File: config.mk
export PLATFORM = sky130hd
export DESIGN_NAME = pqe_cell
export DESIGN_NICKNAME = d
export VERILOG_FILES = /design/src/hdl/pqe_pkg.sv /design/src/hdl/pqe_cell.sv
export SDC_FILE = /design/constraint.sdc
export NUM_CORES = 1
export LEC_CHECK = 0
export BUFFER_PORTS_ARGS = -buffer_cell sky130_fd_sc_hd__buf_4
export CAP_MARGIN = 20
export CORE_MARGIN = 2
export CORE_UTILIZATION = 45
export DETAILED_ROUTE_END_ITERATION = 12
export GPL_TIMING_DRIVEN = 0
export HOLD_SLACK_MARGIN = 0.06
export PLACE_DENSITY = 0.64
export SLEW_MARGIN = 0
export SYNTH_ARGS = -nofsm -noshare
export SYNTH_HDL_FRONTEND = slang
export SYNTH_SLANG_ARGS = --single-unit
export TNS_END_PERCENT = 5
File: constraint.sdc
create_clock -name clk -period 10.1 [get_ports clk]
set_input_delay 0.505 -clock clk [delete_from_list [all_inputs] [get_ports clk]]
set_output_delay 0.505 -clock clk [all_outputs]
set_load 0.01 [all_outputs]
File: src/hdl/pqe_pkg.sv
`default_nettype none
package pqe_pkg;
  localparam int MAX_SUBSPACES_D  = 16;
  localparam int MAX_CENTROIDS_D  = 256;
  localparam int MAX_SUB_LENGTH_D = 8;
  localparam int SAMPLE_BITS_D    = 16;
  localparam int DIST_BITS        = 37;

  localparam logic OP_LOAD   = 1'b0;
  localparam logic OP_VECTOR = 1'b1;

  localparam logic [1:0] REG_SUBSPACES = 2'd0;
  localparam logic [1:0] REG_ELEMENTS  = 2'd1;
  localparam logic [1:0] REG_CENTROIDS = 2'd2;

  // running best carried along the cell row
  typedef struct packed {
    logic [DIST_BITS-1:0] distance;
    logic [7:0]           idx;
  } best_t;
endpackage
`default_nettype wire

File: src/hdl/pqe_cell.sv
`default_nettype none
module pqe_cell
  import pqe_pkg::*;
(
  input  wire logic                 clk,
  input  wire logic                 rst,
  input  wire logic                 step,     // sample enters this cell
  input  wire logic                 first,    // first element of a subspace
  input  wire logic                 enable,   // centroid lies inside centroid_count
  input  wire logic [7:0]           index,
  input  wire logic signed [16:0]   diff,
  input  wire best_t                best_in,
  input  wire logic                 tok_in,   // best_in is the live running best
  output best_t                     best_out,
  output logic                      tok_out
);
  logic [DIST_BITS-1:0] total;
  logic [33:0]          sq;

  assign sq = 34'(diff) * 34'(diff);

  always_ff @(posedge clk) begin
    if (rst) begin
      total <= '0;
    end else if (step) begin
      total <= (first ? '0 : total) + DIST_BITS'(sq);
    end
  end

  always_ff @(posedge clk) begin
    if (rst) begin
      tok_out <= 1'b0;
    end else begin
      tok_out <= tok_in;
    end
  end

  // strict less keeps the lowest index on ties
  always_ff @(posedge clk) begin
    if (tok_in && enable && total < best_in.distance) begin
      best_out.distance <= total;
      best_out.idx      <= index;
    end else begin
      best_out <= best_in;
    end
  end
endmodule
`default_nettype wire

; Word level (Yosys, flattened, before mapping)
; Index checks and enable logic that the tools add are counted.
[word_totals]
elab_cells = 11
ramBits = 0
regBits = 83
out_inout_bits = 46
mem_bits_ro = 0
latchBits = 0
inputBits = 76
n_memories = 0
[classes]
n_reduce_logical = 2
n_addsub = 1
n_lt_le_gt_ge = 1
shift = 0
mul = 1
n_mux = 2
bitwise_logic = 0
n_eq_ne = 0
div = 0
[op_table]
columns = operator, count
row1 = 45-bit two-way mux, 1
row2 = 37-bit by 34-bit adder with 37-bit output, 1
row3 = 37-bit < comparator, 1
row4 = 37-bit two-way mux, 1
row5 = 17-bit by 17-bit multiplier with 34-bit output, 1
row6 = 1-bit logical AND, 2

; Depth between registers and ports, before layout
; Gate-level depths: netlist of the first run.
[depth]
depth_word = 3
depth_mapped = 33
mapped_depth_nobuf = 32

; Worst setup path after synthesis of the first run
; OpenSTA, ideal clock, no wires.
[synth_path]
path_kind = in2reg
from = in diff[7]
to = reg total[36]
setup_slack_ns = 2.258
arrival_time_ns = 7.711
required_time_ns = 9.969
path_buffers = 2
path_stages = 32
setup_time_ns = 0.131
cell_sequence = clkbuf_1 -> clkbuf_1 -> nand2_1 -> fa_1 -> inv_1 -> fa_1 -> inv_1 -> fa_1 -> inv_1 -> fa_1 -> fa_1 -> inv_1 -> fa_1 -> inv_1 -> ha_1 -> and4_1 -> and3_1 -> a21oi_1 -> a21bo_2 -> a21oi_1 -> o21bai_1 -> a21oi_1 -> xnor2_1 -> ha_1 -> nand2_1 -> or3b_1 -> a21oi_1 -> o31a_1 -> a2111oi_4 -> o31ai_4 -> mux2i_1 -> o31ai_1
[synth_between]
elab_chain_len = 2
[synth_lines]
columns = item, line_no
row1 = "start, declared", pqe_cell.sv:11  ; input wire logic signed [16:0] diff,
row2 = 17-bit by 17-bit multiplier with 34-bit output, pqe_cell.sv:20  ; assign sq = 34'(diff) * 34'(diff);
row3 = 37-bit by 34-bit adder with 37-bit output, pqe_cell.sv:26  ; total <= (first ? '0 : total) + DIST_BITS'(sq);
row4 = "end signal, assigned", pqe_cell.sv:26
row5 = "end, declared", pqe_cell.sv:17  ; logic [DIST_BITS-1:0] total;
; Every way passes these cells.
; A chain may end at the register's enable or synchronous reset.

; Worst setup path after layout of the first run
; Same ends and word-level chain as after synthesis.

==> results of run 1 <==
==> worst reg2reg max path, delay by kind of cell, from the launching register on <==
kind | cells | cell delay (ps)
simple gates | 3 | 590
flops | 1 | 440
buf+inv | 1 | 170
fa+ha+maj | 1 | 240
mux | 1 | 130
compound gates | 5 | 1520
==> layout make-up <==
type / instances / area [sq um]
Clock inverter: 5 / 85.1
Multi-Input combinational cell: 1206 / 12400
Clock buffer: 11 / 243
Timing Repair Buffer: 120 / 901
Inverter: 383 / 1440
Tap cell: 455 / 569
Fill cell: 3335 / 16900
Sequential cell: 83 / 1660
Buffer: 46 / 191
==> cell usage in the layout (no fill, tap or decap), drive strengths merged, types with 7 or more instances in the layout <==
cell,n
nor3,25
inv,384
ha,156
fa,272
nand3,17
nor2b,50
o22ai,7
xnor2,51
and2,60
o21ai,39
a21oi,77
a211oi,12
o21a,7
nand2b,12
and3,7
a31oi,10
nand4,8
o211ai,10
mux2i,22
a21o,34
nand2,134
dfxtp,83
mux2,40
nor2,65
clkbuf,44
xor2,13
buf,133
==> flip-flops by register name, indices dropped and copies added (netlist names) <==
name      flops
tok_out       1
best_out     45
total        37
==> path summary, 6_finish.rpt <==
| kind | startpoint | to | cells past startpoint |
|---|---|---|---|
| max reg2reg | total[11] | total[36] | 11 |
| min reg2reg | total[32] | total[32] | 2 |
| min | tok_in | tok_out | 2 |
| max | diff[7] | total[36] | 33 |
==> kinds of logic after synthesis <==
group                      count (synthesis)  synth area share [%]
buffers and inverters                    429                  10.4
adders and majority gates                428                  47.3
and+or+nand+nor                          411                  13.4
AOI/OAI and AO/OA                        241                  10.5
DFF                                       83                  10.6
xor gates and xnor gates                  64                  3.58
muxes                                     62                  4.29
==> per-stage QoR <==
step	worst slack [ps]	instances	area (sq um)
final	984	2309	17400
after detailed placement	699	2293	17100
after global routing	486	2309	17400
after global placement	779	2293	17100
after CTS	1040	2309	17400
after floorplan	2260	1718	15600
==> metal layers <==
layer	vias up	routed length, microns
met2	280	19700
met3	57	1840
met1	5960	16000
met4	0	805
met5	-	0
li1	5707	-
==> results.md, run 1 <==
- Share of cells above drive strength 1: ~11%
- Max Clk Rate: 110 MHz
- Top cell type by total area after synthesis: fa_1
- Total nets after synthesis: between 2k and 2.5k
- Avg Inst Size Synth: just over 9 sq um
- Crit path kind: input port to flip-flop
- Final setup TNS: 0 ps
- Syn Std Cell Area: between 15000 and 20000 sq um
- FP Rows: 68
- GP Congestion: ~0.91
- CTS buffer count: 9
- Cells after Synth: 1718
- Unique masters post-synth: 75
- Slowest cell on crit path: fa_1
- Antenna diodes: 0
- CTS tree: yes
- Clk root buf: clkbuf_16
- Flop2flop setup slack: 6910 ps
- Period utilisation layout: between 90% and 100%
- First-pass GRT wire length: roughly 64000 microns
- Vias per inst: roughly 5.2
- Fin. Hold Viols: 0
- Wire per inst: approximately 17 microns
- RSZ-0062 raised after global routing: no
- Synth cell count leaders: inv_1 (383), fa_1 (272), ha_1 (156), nand2_1 (134), dfxtp_1 (83)
- Sink Count: 83
- Post-cts hold buffer count: 0
- Clk slew on worst S/H paths: around 70 ps
- Initial antenna violation count: 0
- Worst Skew: 13.9 ps
- Post-synth EDFFs: 0
- Met2 Use GR: about two fifths
- WHS: about 400 ps
- Layout Nets: 2353
- Critical Path Max Stage Delay: about 610 ps
- Final Max Slew Viols: 0
- I/O Pins: approximately 120
- Period minus WS final: about 9000 ps
- Max-Cap Viols: 0
- Cell mode on critical path: fa_1
- DR pass1 iterations: 5
- Main flop type after synthesis: dfxtp_1
- Yosys warnings: 0
- Met3 usage: roughly 3.0%
- Layout area overhead: 11.5%
- Die H: around 190 microns
- Via count: 12.0k
- Die X: approximately 190 microns
- CP Buf/Inv Count: 8
- Hpwl dp: approximately 33000 microns
- WP data arrival: around 9300 ps
- Total Routed Length: 38300 microns
- Buffers inserted by post-CTS timing repair: 0
- Status: finished, final reports clean
- Critical path data required time: roughly 10000 ps
- Crit path max fanout: 10
- Worst Tran Pin Value: between 800 and 900 ps
- Async SR Flop Fraction: 0%
- Final core utilization: about half
- GR Overflow Total: 0
- Top-count cell post-synth: inv_1
- Top cell type's share of synthesized area: roughly a third
- Max clock buf depth: 2
- Yosys reg bits: 83
- Largest cells by area after synthesis: fa_1 (35%), ha_1 (12%), dfxtp_1 (11%), inv_1 (9.2%), nand2_1 (3.2%)
- Met1 usage: between 20% and 30%
- DRC Markers: 0
- Starting Density: a little under half
- Port Buf Inserts: 120
- Starting DRT DRC Count: around 650
- Family with the most delay on the worst path: adder cells
- Vias in the first global route: between 10k and 15k
- Aggregate global-route resource usage: ~22%
- Clk_lat worst skew: between 300 and 400 ps
- Gr busiest metal: met2
- Min-Delay Path Class: input port to flip-flop
- Rel. slew slack: between 40% and 50%
- H-tree depth: 3
- # resized after CTS: 0
- Crit path capture type: flip-flop
- Largest net degree at the start of global routing: 15
- Core footprint: approximately 34000 sq um
- Die footprint: roughly 36000 sq um
- Startpoint class of the critical path: input port
- Seq/Total Area, Yosys: 10.6%
- Detail Route Antenna Nets: 0
- Setup violations, final: 0
Power of run 1 is left out: the tool's default activity adds up to more than one toggle a clock period on the data nets, which glitch-free logic cannot reach.
==> inputs of run 2 (changes only) <==
--- a/config.mk
+++ b/config.mk
@@ -5,6 +5,7 @@
 export SDC_FILE = /design/constraint.sdc
 export NUM_CORES = 1
 export LEC_CHECK = 0
+export ABC_AREA = 1
 export BUFFER_PORTS_ARGS = -buffer_cell sky130_fd_sc_hd__buf_4
 export CAP_MARGIN = 20
 export CORE_MARGIN = 2
@@ -12,7 +13,7 @@
 export DETAILED_ROUTE_END_ITERATION = 12
 export GPL_TIMING_DRIVEN = 0
 export HOLD_SLACK_MARGIN = 0.06
-export PLACE_DENSITY = 0.64
+export PLACE_DENSITY = 0.63
 export SLEW_MARGIN = 0
 export SYNTH_ARGS = -nofsm -noshare
 export SYNTH_HDL_FRONTEND = slang
==> run 2 against run 1 <==
  * Non-clock buffer count is 18 higher
  * Sequential share of layout area is 0.78 points lower
  * Die area grew 9.6%
  * Synthesized area rose by 9.8%
  * Critical path type unchanged
==> results.md, run 2 <==
- Status: finished, final reports clean
- Compound-cell area share of the yosys netlist: 6.41% (-4.0 points)
- Core footprint: 37700 sq um (+9.6%)
- Largest net degree at the start of global routing: 13 (-2)
- WP data arrival: 8950 ps (-370 ps)
- XOR/XNOR Fraction of Synth Area: 2.65% (-0.93 points)
- R2r worst-path depth: 15 (+4)
- Hpwl dp: 41000 microns (+25%)
- # resized after CTS: 0 (unchanged)
- Via count: 14.9k (+24%)
- Initial antenna violation count: 0 (unchanged)
- DRC Markers: 0 (unchanged)
- FP Rows: 71 (+4.4%)
- Period utilisation layout: 86.3% (-3.9 points)
- Worst r2r dst: total[26]
- Fin. Hold Viols: 0 (unchanged)
- Die H: 199 microns (+4.7%)
- Wire per inst: 15.3 microns (-7.6%)
- Biggest regs: best_out x45, total x37, tok_out x1
- Top cell type by total area after synthesis: fa_1
- FF-to-FF Start: total[0]
- Rel. slew slack: 43.5% (+1.4 points)
- Die footprint: 39700 sq um (+9.6%)
- Critical Path Max Stage Delay: 720 ps (+110 ps)
- Yosys reg bits: 83 (unchanged)
- Biggest register: best_out
- Clk root buf: clkbuf_16
- Max reg flops: 45 (unchanged)
- Sink Count: 83 (unchanged)
- GP Congestion: 0.989 (+8.8%)
- Fraction of the mapped netlist area in simple logic gates: 22.1% (+8.8 points)
- Worst Skew: 7.53 ps (-6.35 ps)
- Starting DRT DRC Count: 919 (+42%)
- Min-Delay Path Class: input port to flip-flop
- Detail Route Antenna Nets: 0 (unchanged)
- Worst Tran Pin Value: 848 ps (-21.4 ps)
- Inst Count DP: 3031 (+32%)
- Aggregate global-route resource usage: 25.0% (+2.7 points)
- GR Overflow Total: 0 (unchanged)
- Crit path kind: input port to flip-flop
- Vias in the first global route: 15.4k (+20%)
- Crit path to: total[36]
- Clk slew on worst S/H paths: 60 ps (about the same)
- Fillcell total: 3922 (+18%)
- Flop2flop setup slack: 7650 ps (+740 ps)
- DR pass1 iterations: 5 (unchanged)
- Main combinational cell family by area after synthesis: adder cells
- Commonest non-fill, non-tap cells in the layout: inv_1 (653), nand2_1 (576), fa_1 (272)
- Final Max Slew Viols: 0 (unchanged)
- Slowest cell on crit path: fa_1
- Vias per inst: 4.88 (-6.2%)
- Post-cts hold buffer count: 0 (unchanged)
- Top-count cell post-synth: inv_1
- Non-filler cells, final: 3045 (+32%)
- Multiplexer share of the synthesized area: 0% (-4.3 points)
- Cells after Synth: 2404 (+40%)
- Seq/Total Area, Yosys: 9.68% (-0.95 points)
- Unique masters post-synth: 37 (-51%)
- CTS buffer count: 9 (unchanged)
- Max clock buf depth: 2 (unchanged)
- Synth cell count leaders: inv_1 (653), nand2_1 (576), fa_1 (272), ha_1 (156), nor2_1 (156)
- Layout Nets: 3035 (+29%)
- Clk_lat worst skew: 340 ps (about the same)
- Final setup TNS: 0 ps (unchanged)
- Avg Inst Size Synth: 7.14 sq um (-22%)
- Period minus WS final: 8720 ps (-399 ps)
- Crit path capture type: flip-flop
- Layout area overhead: 10.6%
- Post-synth EDFFs: 0 (unchanged)
- Largest cells by area after synthesis: fa_1 (32%), inv_1 (14%), nand2_1 (13%), ha_1 (11%), dfxtp_1 (9.7%)
- Total nets after synthesis: 2908 (+31%)
- Max-Cap Viols: 0 (unchanged)
- Max Clk Rate: 115 MHz (+4.6%)
- Total Routed Length: 46700 microns (+22%)
- Share of cells above drive strength 1: 6.47% (-5.0 points)
- Critical path data required time: 10330 ps (+30 ps)
- Antenna diodes: 0 (unchanged)
- Main flop type after synthesis: dfxtp_1
- CP startpoint: diff[5]
- Die X: 199 microns (+4.7%)
- Crit path max fanout: 10 (unchanged)
- Startpoint class of the critical path: input port
- First-pass GRT wire length: 77400 microns (+21%)
- Setup violations, final: 0 (unchanged)
- Adder-cell area share of the yosys netlist: 43.1% (-4.2 points)
- Top cell type's share of synthesized area: 31.7% (-3.1 points)
- I/O Pins: 122 (unchanged)
- Yosys warnings: 0 (unchanged)
- Async SR Flop Fraction: 0% (unchanged)
- Port Buf Inserts: 116 (-3.3%)
- Starting Density: 45.6% (+0.080 points)
- Most common library cell in the layout ignoring fill and taps: inv_1
- H-tree depth: 3 (unchanged)
- RSZ-0062 raised after global routing: no
- Buffers inserted by post-CTS timing repair: 0 (unchanged)
- CTS tree: yes
- Syn Std Cell Area: 17200 sq um (+9.8%)
run 2: cells by family after synthesis:
group	count (synthesis)
AND/OR/NAND/NOR	912
XOR/XNOR	52
adder cells (fa/ha/maj)	428
AO/OA/AOI/OAI	205
flip-flops	83
buffers and inverters	724
run 2: area by class of cell:
cell class	instances	area (sq um)	share of cell area (%)
well taps	511	639	3.37
plain buffers	68	295	1.55
clock buffers	12	256	1.35
clock inverters	2	60.1	0.316
inverters	656	2460	13.0
flip-flops and latches	83	1660	8.75
multi-input cells	1597	12800	67.1
repair buffers	116	871	4.58
run 2: routing by layer:
metal | up-vias | global-route usage, % | part of all wire (%)
li1 | 7391 | - | -
met1 | 7080 | 35.2 | 46
met2 | 345 | 41.4 | 47
met3 | 39 | 4.35 | 6.5
met4 | 0 | 3.59 | 1.2
met5 | - | 0 | 0
run 2: stage by stage:
| stage | area [sq um] | setup WS (ps) | hold slack [ps] | utilization (%) |
|---|---|---|---|---|
| floorplan | 17200 | 3200 | 447 | - |
| global placement | 18700 | 1270 | 483 | 49.6 |
| detailed placement | 18700 | 1280 | 485 | 49.6 |
| CTS | 19000 | 1620 | 349 | 50.4 |
| global route | 19000 | 962 | 351 | 50.4 |
| finish | 19000 | 1380 | 359 | 50.4 |
run 2: how the worst min path moves through the flow:
stage	start	endpoint	slack, ps	cells past startpoint
2_1_floorplan	total[0]	best_out[8]	450	2
3_3_place_gp	total[0]	best_out[8]	480	2
3_5_place_dp	total[0]	best_out[8]	490	2
4_1_cts	best_in[1]	best_out[1]	350	3
5_1_grt	best_in[2]	best_out[2]	350	3
6_report	best_in[0]	best_out[0]	360	3
run 2: critical path: cells and delay by family:
kind	cells	cell delay, ps
buffers and inverters	4	1420
adders and majority gates	8	4020
and+or+nand+nor	12	1840
xor gates and xnor gates	1	230
AOI/OAI and AO/OA	3	920
Power of run 2 is left out for the same reason.
==> inputs of run 3 (changes only) <==
--- a/config.mk
+++ b/config.mk
@@ -8,12 +8,12 @@
 export ABC_AREA = 1
 export BUFFER_PORTS_ARGS = -buffer_cell sky130_fd_sc_hd__buf_4
 export CAP_MARGIN = 20
-export CORE_MARGIN = 2
 export CORE_UTILIZATION = 45
 export DETAILED_ROUTE_END_ITERATION = 12
 export GPL_TIMING_DRIVEN = 0
 export HOLD_SLACK_MARGIN = 0.06
 export PLACE_DENSITY = 0.63
+export REMOVE_ABC_BUFFERS = 1
 export SLEW_MARGIN = 0
 export SYNTH_ARGS = -nofsm -noshare
 export SYNTH_HDL_FRONTEND = slang
==> run 3 against run 2 <==
  * First-iteration DRC count down 20%
  * Critical endpoint is now total[33]
  * Clock skew about the same
  * Worst setup slack better by 1300 ps
  * Utilization down 0.51 points
  * Non-clock buffer count down 61
  * Routed wire length down 8.8%
  * Die area down 2.0%
==> results.md, run 3 (synthesis gave the netlist of run 2 again) <==
- Status: finished, final reports clean
- FF-to-FF Start: total[28]
- Core footprint: 37600 sq um (-0.24%)
- Startpoint class of the critical path: input port
- Biggest regs: best_out x45, total x37, tok_out x1
- Port Buf Inserts: 121 (+4.3%)
- Max Clk Rate: 134 MHz (+17%)
- Final Max Slew Viols: 0 (unchanged)
- Commonest non-fill, non-tap cells in the layout: inv_1 (653), nand2_1 (576), fa_1 (272)
- Worst r2r dst: best_out[18]
- Min-Delay Path Class: input port to flip-flop
- Largest net degree at the start of global routing: 47 (+34)
- Crit path capture type: flip-flop
- Sink Count: 83 (unchanged)
- Critical path data required time: 10350 ps (+20 ps)
- Via count: 14.3k (-3.9%)
- Most common library cell in the layout ignoring fill and taps: inv_1
- Min-Delay Endpoint: best_out[3]
- H-tree depth: 3 (unchanged)
- Die X: 197 microns (-1.0%)
- Post-cts hold buffer count: 0 (unchanged)
- DR pass1 iterations: 5 (unchanged)
- Total Routed Length: 42600 microns (-8.8%)
- Vias in the first global route: 14.9k (-3.5%)
- Hpwl dp: 36400 microns (-11%)
- Die footprint: 38900 sq um (-2.0%)
- Period minus WS final: 7460 ps (-1250 ps)
- Crit path max fanout: 20 (+10)
- DRC Markers: 0 (unchanged)
- Worst Tran Pin Value: 837 ps (-10.5 ps)
- Die H: 197 microns (-1.0%)
- Starting DRT DRC Count: 735 (-20%)
- Max reg flops: 45 (unchanged)
- Buffers inserted by post-CTS timing repair: 0 (unchanged)
- Initial antenna violation count: 0 (unchanged)
- First-pass GRT wire length: 73700 microns (-4.7%)
- Hold Path Stages: 3 (unchanged)
- Starting Density: 45.7% (+0.11 points)
- RSZ-0062 raised after global routing: no
- Aggregate global-route resource usage: 23.5% (-1.5 points)
- # resized after CTS: 0 (unchanged)
- Layout area overhead: 9.25%
- Max-Cap Viols: 0 (unchanged)
- CTS buffer count: 9 (unchanged)
- Final setup TNS: 0 ps (unchanged)
- Antenna diodes: 0 (unchanged)
- CP startpoint: diff[16]
- I/O Pins: 122 (unchanged)
- R2r worst-path depth: 9 (-6)
- GP Congestion: 0.928 (-6.1%)
- WP data arrival: 7710 ps (-1240 ps)
- Crit path kind: input port to flip-flop
- Clk_lat worst skew: 350 ps (about the same)
- CTS tree: yes
- Min-Delay Startpoint: best_in[3]
- FP Rows: 71 (unchanged)
- Detail Route Antenna Nets: 0 (unchanged)
- Rel. slew slack: 44.0% (+0.53 points)
- Fin. Hold Viols: 0 (unchanged)
- Period utilisation layout: 73.9% (-12 points)
- Clk slew on worst S/H paths: 60 ps (about the same)
- Share of cells above drive strength 1: 6.59% (+0.11 points)
- Clk root buf: clkbuf_16
- Worst Skew: 7.08 ps (-0.451 ps)
- Vias per inst: 4.78 (-2.0%)
- Setup violations, final: 0 (unchanged)
- GR Overflow Total: 0 (unchanged)
- Final core utilization: 49.9% (-0.51 points)
- Layout Nets: 2974 (-2.0%)
- Biggest register: best_out
- Flop2flop setup slack: 6950 ps (-700 ps)
- Fillcell total: 3813 (-2.8%)
- Max clock buf depth: 2 (unchanged)
- Wire per inst: 14.3 microns (-7.0%)
-- run 3: per-stage QoR --
step	area (sq um)	setup slack, ps	hold slack (ps)	instances
floorplan	16900	3750	449	2336
global placement	18400	2360	460	2968
detailed placement	18500	2390	468	2970
CTS	18800	2740	344	2986
global route	18800	2260	341	2986
finish	18800	2640	351	2986
-- run 3: how the worst max path moves through the flow --
stage	end	slack (ps)	cells past startpoint
6_report	total[33]	2640	28
5_1_grt	total[36]	2260	31
4_1_cts	total[36]	2740	27
3_5_place_dp	total[33]	2390	28
3_3_place_gp	total[33]	2360	28
2_1_floorplan	total[26]	3750	33
-- run 3: cell type report --
class	instances	area, sq um	share of cell area [%]
clock buffers	13	260	1.39
repair buffers	123	956	5.10
clock inverters	3	21.3	0.113
multi-input cells	1597	12800	68.0
inverters	656	2460	13.1
flip-flops and latches	83	1660	8.86
well taps	511	639	3.41
-- run 3: routing by layer --
layer	wire length, microns	vias up	share of wire (%)	track usage [%]
met2	20600	231	48	40.6
met4	250	0	0.59	2.76
met3	1620	22	3.8	2.17
met5	0	-	0	0
met1	20100	6762	47	32.8
li1	-	7258	-	-
-- run 3: worst max-delay path, stage by stage --
cell,delay [ps]
buf_4,240
inv_1,320
or2_2,380
fa_1,480
inv_1,50
fa_1,440
fa_1,510
fa_1,440
fa_1,490
inv_1,50
fa_1,470
inv_1,40
ha_1,330
a21oi_1,270
o21ai_0,170
a21oi_1,370
o211ai_1,260
xor2_1,230
ha_1,410
nand2_1,130
nor2_1,200
nand2_1,150
nor2_1,170
nand4_1,230
nand4_1,170
nand3_1,80
nand2_1,70
inv_1,40
Power of run 3 is left out for the same reason.
